### config.mk
export PLATFORM = sky130hd
export DESIGN_NAME = ars_eval
export DESIGN_NICKNAME = d
export VERILOG_FILES = /design/src/rtl/core/ars_pkg.sv /design/src/rtl/core/ars_eval.sv
export SDC_FILE = /design/constraint.sdc
export NUM_CORES = 1
export LEC_CHECK = 0
export BUFFER_PORTS_ARGS = -buffer_cell sky130_fd_sc_hd__clkbuf_2
export CORE_ASPECT_RATIO = 0.8
export CORE_MARGIN = 4
export CORE_UTILIZATION = 40
export DETAILED_ROUTE_END_ITERATION = 10
export PLACE_DENSITY = 0.71
export SLEW_MARGIN = 15
export SYNTH_ARGS = -nofsm -noshare
export SYNTH_HDL_FRONTEND = slang
export SYNTH_SLANG_ARGS = --single-unit
### constraint.sdc
create_clock -name vclk -period 13.9
set_input_delay 4.17 -clock vclk [all_inputs]
set_output_delay 4.17 -clock vclk [all_outputs]
set_load 0.01 [all_outputs]
### src/rtl/core/ars_pkg.sv
// ars_pkg: field widths, operation and register codes, and the shared
// evaluation unit request/response types for the activity region segmenter.
// No dependencies.
`timescale 1ns / 1ps

package ars_pkg;

	localparam int OP_W       = 2;
	localparam int OFF_W      = 10;
	localparam int GPOS_W     = 32;
	localparam int PROB_W     = 16;
	localparam int SIZE_W     = 10;
	localparam int PROP_W     = 8;
	localparam int ENT_W      = 10;
	localparam int CFG_IDX_W  = 2;
	localparam int CFG_DATA_W = 16;

	// item operations
	localparam logic [OP_W-1:0] OP_ADD   = 2'd0;
	localparam logic [OP_W-1:0] OP_POP   = 2'd1;
	localparam logic [OP_W-1:0] OP_CLEAR = 2'd2;
	localparam logic [OP_W-1:0] OP_NOP   = 2'd3;

	// configuration register indexes
	localparam logic [CFG_IDX_W-1:0] CFG_THRESHOLD = 2'd0;
	localparam logic [CFG_IDX_W-1:0] CFG_MAX_SIZE  = 2'd1;
	localparam logic [CFG_IDX_W-1:0] CFG_MIN_SIZE  = 2'd2;
	localparam logic [CFG_IDX_W-1:0] CFG_PROP_DIST = 2'd3;

	// configuration reset values
	localparam logic [PROB_W-1:0] THRESHOLD_RST = 16'd33;
	localparam logic [SIZE_W-1:0] MAX_SIZE_RST  = 10'd300;
	localparam logic [SIZE_W-1:0] MIN_SIZE_RST  = 10'd50;
	localparam logic [PROP_W-1:0] PROP_DIST_RST = 8'd50;

	// best-minimum tracker starts above any stored value
	localparam logic [PROB_W:0] BEST_INIT = 17'h10000;

	typedef struct packed {
		logic [PROB_W-1:0] data;    // value just read from the window
		logic [PROB_W-1:0] v1;      // candidate minimum
		logic [PROB_W-1:0] v2;      // right-hand neighbour of the candidate
		logic [PROB_W-1:0] thr;     // activity threshold
		logic [PROB_W-1:0] addend;  // probability to accumulate
		logic [PROB_W:0]   bestp;   // lowest minimum found so far
	} eval_req_t;

	typedef struct packed {
		logic              above;       // data above threshold
		logic [PROB_W-1:0] sat_sum;     // data + addend, saturated
		logic              below_best;  // v1 below bestp
		logic              local_min;   // v1 <= v2 and v1 < data
	} eval_rsp_t;

endpackage

### src/rtl/core/ars_eval.sv
// ars_eval: shared compare/add unit, reused by the add-write, run-scan and cut-site steps
// of the sequencer: threshold test, saturating accumulate, best and local-minimum tests.
// Depends on ars_pkg.
`timescale 1ns / 1ps

module ars_eval import ars_pkg::*; (
	input  eval_req_t req,
	output eval_rsp_t rsp
);

	logic [PROB_W:0] sum;

	assign sum = {1'b0, req.data} + {1'b0, req.addend};

	always_comb begin
		rsp.above      = req.data > req.thr;
		rsp.sat_sum    = sum[PROB_W] ? {PROB_W{1'b1}} : sum[PROB_W-1:0];
		rsp.below_best = {1'b0, req.v1} < req.bestp;
		rsp.local_min  = (req.v1 <= req.v2) && (req.v1 < req.data);
	end

endmodule

Yosys cells after proc, flatten, opt, wreduce, memory -nomap -nowiden

Cells that the tools add are included.

Flip-flop bits (word level): 0
Input port bits: 97
Output and inout bits: 19
Word-level logic and storage cells: 7

Add/subtract/negate cells: 1
Magnitude comparators: 4
Multiplexer cells: 1
Reductions and logical operators: 1

Operators by type and width:

| operator                                                | count |
|---|---|
| 16-bit by 16-bit adder with 17-bit output               | 1 |
| 16-bit by 17-bit less-than comparator with 1-bit output | 1 |
| 16-bit > comparator                                     | 1 |
| 16-bit less-or-equal comparator                         | 1 |
| 16-bit less-than comparator                             | 1 |
| 16-bit two-way mux                                      | 1 |
| 1-bit logical AND                                       | 1 |

Logic depth before layout (Yosys ltp)

Word-level depth: 2
Gate-level depth with buffers: 9
Mapped depth without buffers: 8

Worst setup path before layout

Ideal clock, no wire load.

Kind: in2out
Start: input port req[17] in the netlist's numbering
End: output port rsp[16] in the netlist's numbering
Arrival time: 6165 ps
Required time: 9730 ps
Setup slack: 3565 ps
Stages: 8
Buffers on the path: 0
Path through: ha_1 > fa_1 > a21o_1 > a221oi_2 > o21ai_2 > a311oi_1 > nor3_1 > or3b_1

RTL lines:

| item               | RTL line      | source |
|---|---|---|
| start: declaration | ars_eval.sv:7 | `input eval_req_t req,` |
| end: declaration   | ars_eval.sv:8 | `output eval_rsp_t rsp` |

==> flow_metrics.env <==
export IMPL_grt_pass1_wl_mm=11.2
export IMPL_grt_pass1_vias=2597
export IMPL_wl_met2_mm=2.69
export IMPL_multiInputGateArea_sq_um=2110
export IMPL_synth_cell_area_sq_um=2370
export IMPL_leakage_uw=0.00190
export IMPL_status="finished, final reports clean"
export IMPL_core_sq_um=5590
export IMPL_cts_setup_buffers=0
export IMPL_fill_cells=569
export IMPL_top_layer_used="met3"
export IMPL_setup_viol=0
export IMPL_postRouteAntennaNets=0
export IMPL_synth_avg_cell_area_sq_um=7.28
export IMPL_die_area_sq_um=7240
export IMPL_fin_nets=616
export IMPL_post_place_ws_ps=3000
export IMPL_worstPathRequired_ps=9730
export IMPL_drv_slew=0
export IMPL_io_pin_count=116
export IMPL_layout_drive_gt1_share=0.276
export IMPL_design_seq_count=0
export IMPL_yosysWarnings=0
export IMPL_min_period_over_period=0.786
export IMPL_rsz0062_at_grt="false"
export IMPL_period_needed_ps=10930
export IMPL_crit_arrival_ps=6760
export IMPL_rows=24
export IMPL_finalWirelength_mm=6.38
export IMPL_endpoint_kind="output pin"
export IMPL_met3_wirelength_um=463
export IMPL_critPathMaxFanout=16
export IMPL_wl_per_cell_um=12.4
export IMPL_vias=2595
export IMPL_fp_dieW_um=94.1
export IMPL_fin_setup_tns_ps=0
export IMPL_cts_hold_buffers=0
export IMPL_tightest_slew_ps=861
export IMPL_syn_to_final_growth_pct=27.8
export IMPL_synth_nets=502
export IMPL_synth_seq_area_share=0
export IMPL_fin_ws_ps=2970
export IMPL_drt_iter0_drc=52
export IMPL_grt_ovfl_total=0
export IMPL_crit_type="in -> out"
export IMPL_antenna_cells=0
export IMPL_ff_latch_area_sq_um=0
export IMPL_hold_viol=0
export IMPL_slew_headroom=0.425
export IMPL_max_cap_viol_count=0
export IMPL_holdCritPathClass="in -> out"
export IMPL_start_kind="primary input"
export IMPL_hpwlAfterDp_mm=5.94
export IMPL_finalPower_uw=112
export IMPL_dr_pass1_iters=4
export IMPL_met1_length_mm=3.23
export IMPL_place_gp_congestion=0.864
export IMPL_ir_drop_v=0.0000225
export IMPL_grt_usage=0.180
export IMPL_fin_util=0.543
export IMPL_nClkBuffers=0
export IMPL_vias_per_cell=5.03
export IMPL_initial_core_util=0.425
export IMPL_synthDistinctLibCells=43
export IMPL_port_buffers=116
export IMPL_route_detailed_drc=0
export IMPL_grt_max_degree=17
export IMPL_syn_instance_count=326
export IMPL_ctsResizeCount=0
export IMPL_hold_ws_ps=8670
export IMPL_powerDensity_nw_per_um2=37.0
export IMPL_timing_fmax_ghz=0.0915
export IMPL_grt_antenna_before_repair=0
export IMPL_die_h_um=76.9
-- cells in the final DEF, fill, tap and decap left out, types with 2 or more instances in the layout --
| master | count |
|---|---|
| a2111oi_0 | 2 |
| a211oi_1 | 4 |
| a21o_1 | 21 |
| a21oi_1 | 29 |
| a31o_2 | 2 |
| a31oi_1 | 2 |
| and4_1 | 2 |
| clkbuf_2 | 116 |
| ha_1 | 78 |
| inv_1 | 66 |
| nand2_1 | 12 |
| nand2b_1 | 14 |
| nand3_1 | 3 |
| nand3b_1 | 2 |
| nand4_1 | 11 |
| nor2_1 | 10 |
| nor2b_1 | 7 |
| nor3_1 | 2 |
| o211ai_1 | 2 |
| o21a_1 | 3 |
| o21ai_0 | 17 |
| o21bai_1 | 2 |
| or2_1 | 2 |
| or3_1 | 2 |
| xnor2_1 | 5 |
| xor2_1 | 6 |
-- power breakdown --
part           internal (uW)  total, uW  switching (uW)  leakage, uW
Sequential                 0          0               0            0
Clock                      0          0               0            0
Combinational           53.2        112            59.0      0.00190
Total                   53.2        112            59.0      0.00190
-- cell usage after synthesis --
cell	n	share of area
nand4_1	11	0.029
mux2i_1	1	0.0042
nor4_1	1	0.0026
nand3_1	3	0.0063
xnor2_1	5	0.018
nand2_1	12	0.019
a211oi_1	4	0.013
nor2_1	10	0.016
a31oi_1	2	0.0053
or3_1	2	0.0053
a21o_1	21	0.066
and3_1	1	0.0026
nand3b_1	2	0.0063
ha_1	78	0.41
and4_1	2	0.0074
o221ai_1	1	0.0037
o31ai_1	1	0.0032
a21oi_1	29	0.061
and3_2	1	0.0032
xor2_1	6	0.022
or2_1	2	0.0053
nor2b_1	7	0.018
o21ai_0	17	0.036
a31o_2	2	0.0074
or3b_1	1	0.0037
a211o_1	1	0.0037
clkbuf_1	2	0.0032
or4_1	1	0.0032
o21bai_1	2	0.0063
o2111ai_1	1	0.0037
nor3_1	2	0.0042
o21a_1	3	0.0095
a2111oi_0	2	0.0074
inv_1	66	0.10
nand2b_1	14	0.037
fa_1	1	0.0084
o211ai_1	2	0.0063
buf_2	2	0.0042
a311oi_1	1	0.0037
a2111o_1	1	0.0047
a221oi_2	1	0.0063
o21ai_2	1	0.0037
a221oi_1	1	0.0037
-- worst max-delay path, cell delays in order --
cell and delay [ps]:
clkbuf_2 100, ha_1 200, fa_1 410, a21o_1 220
a221oi_2 390, o21ai_2 150, a31oi_1 200, o21bai_1 310
or3b_1 470, clkbuf_2 140
-- per-stage QoR --
step | instances | instance area, sq um
floorplan | 326 | 2370
global placement | 516 | 3030
detailed placement | 516 | 3030
CTS | 516 | 3030
global route | 516 | 3030
finish | 516 | 3030
-- area by class of cell --
class                           instances  area share
Timing Repair Buffer                  116       0.191
Inverter                               66      0.0816
Tap cell                               78      0.0322
Multi-Input combinational cell        256       0.695
-- final timing paths --
kind    start       to  slack, ps  depth (start not counted)
min   req[16]   rsp[1]       8670                          4
max   req[81]  rsp[16]       2970                         10
-- metal layers --
layer,global-route usage,up-vias
li1,-,1396
met1,0.264,1117
met2,0.299,82
met3,0.0205,0
met4,0.00144,0
met5,0,-
-- kinds of logic (layout without fill, tap and decap cells) --
| family | after synthesis | after routing | synth area share |
|---|---|---|---|
| XOR/XNOR | 11 | 11 | 0.0406 |
| multiplexers | 1 | 1 | 0.00422 |
| adder cells (fa/ha/maj) | 79 | 79 | 0.420 |
| buffers and inverters | 70 | 182 | 0.112 |
| AND/OR/NAND/NOR | 72 | 72 | 0.169 |
| AO/OA/AOI/OAI | 93 | 93 | 0.255 |
Power figures use the tool's default switching activity.
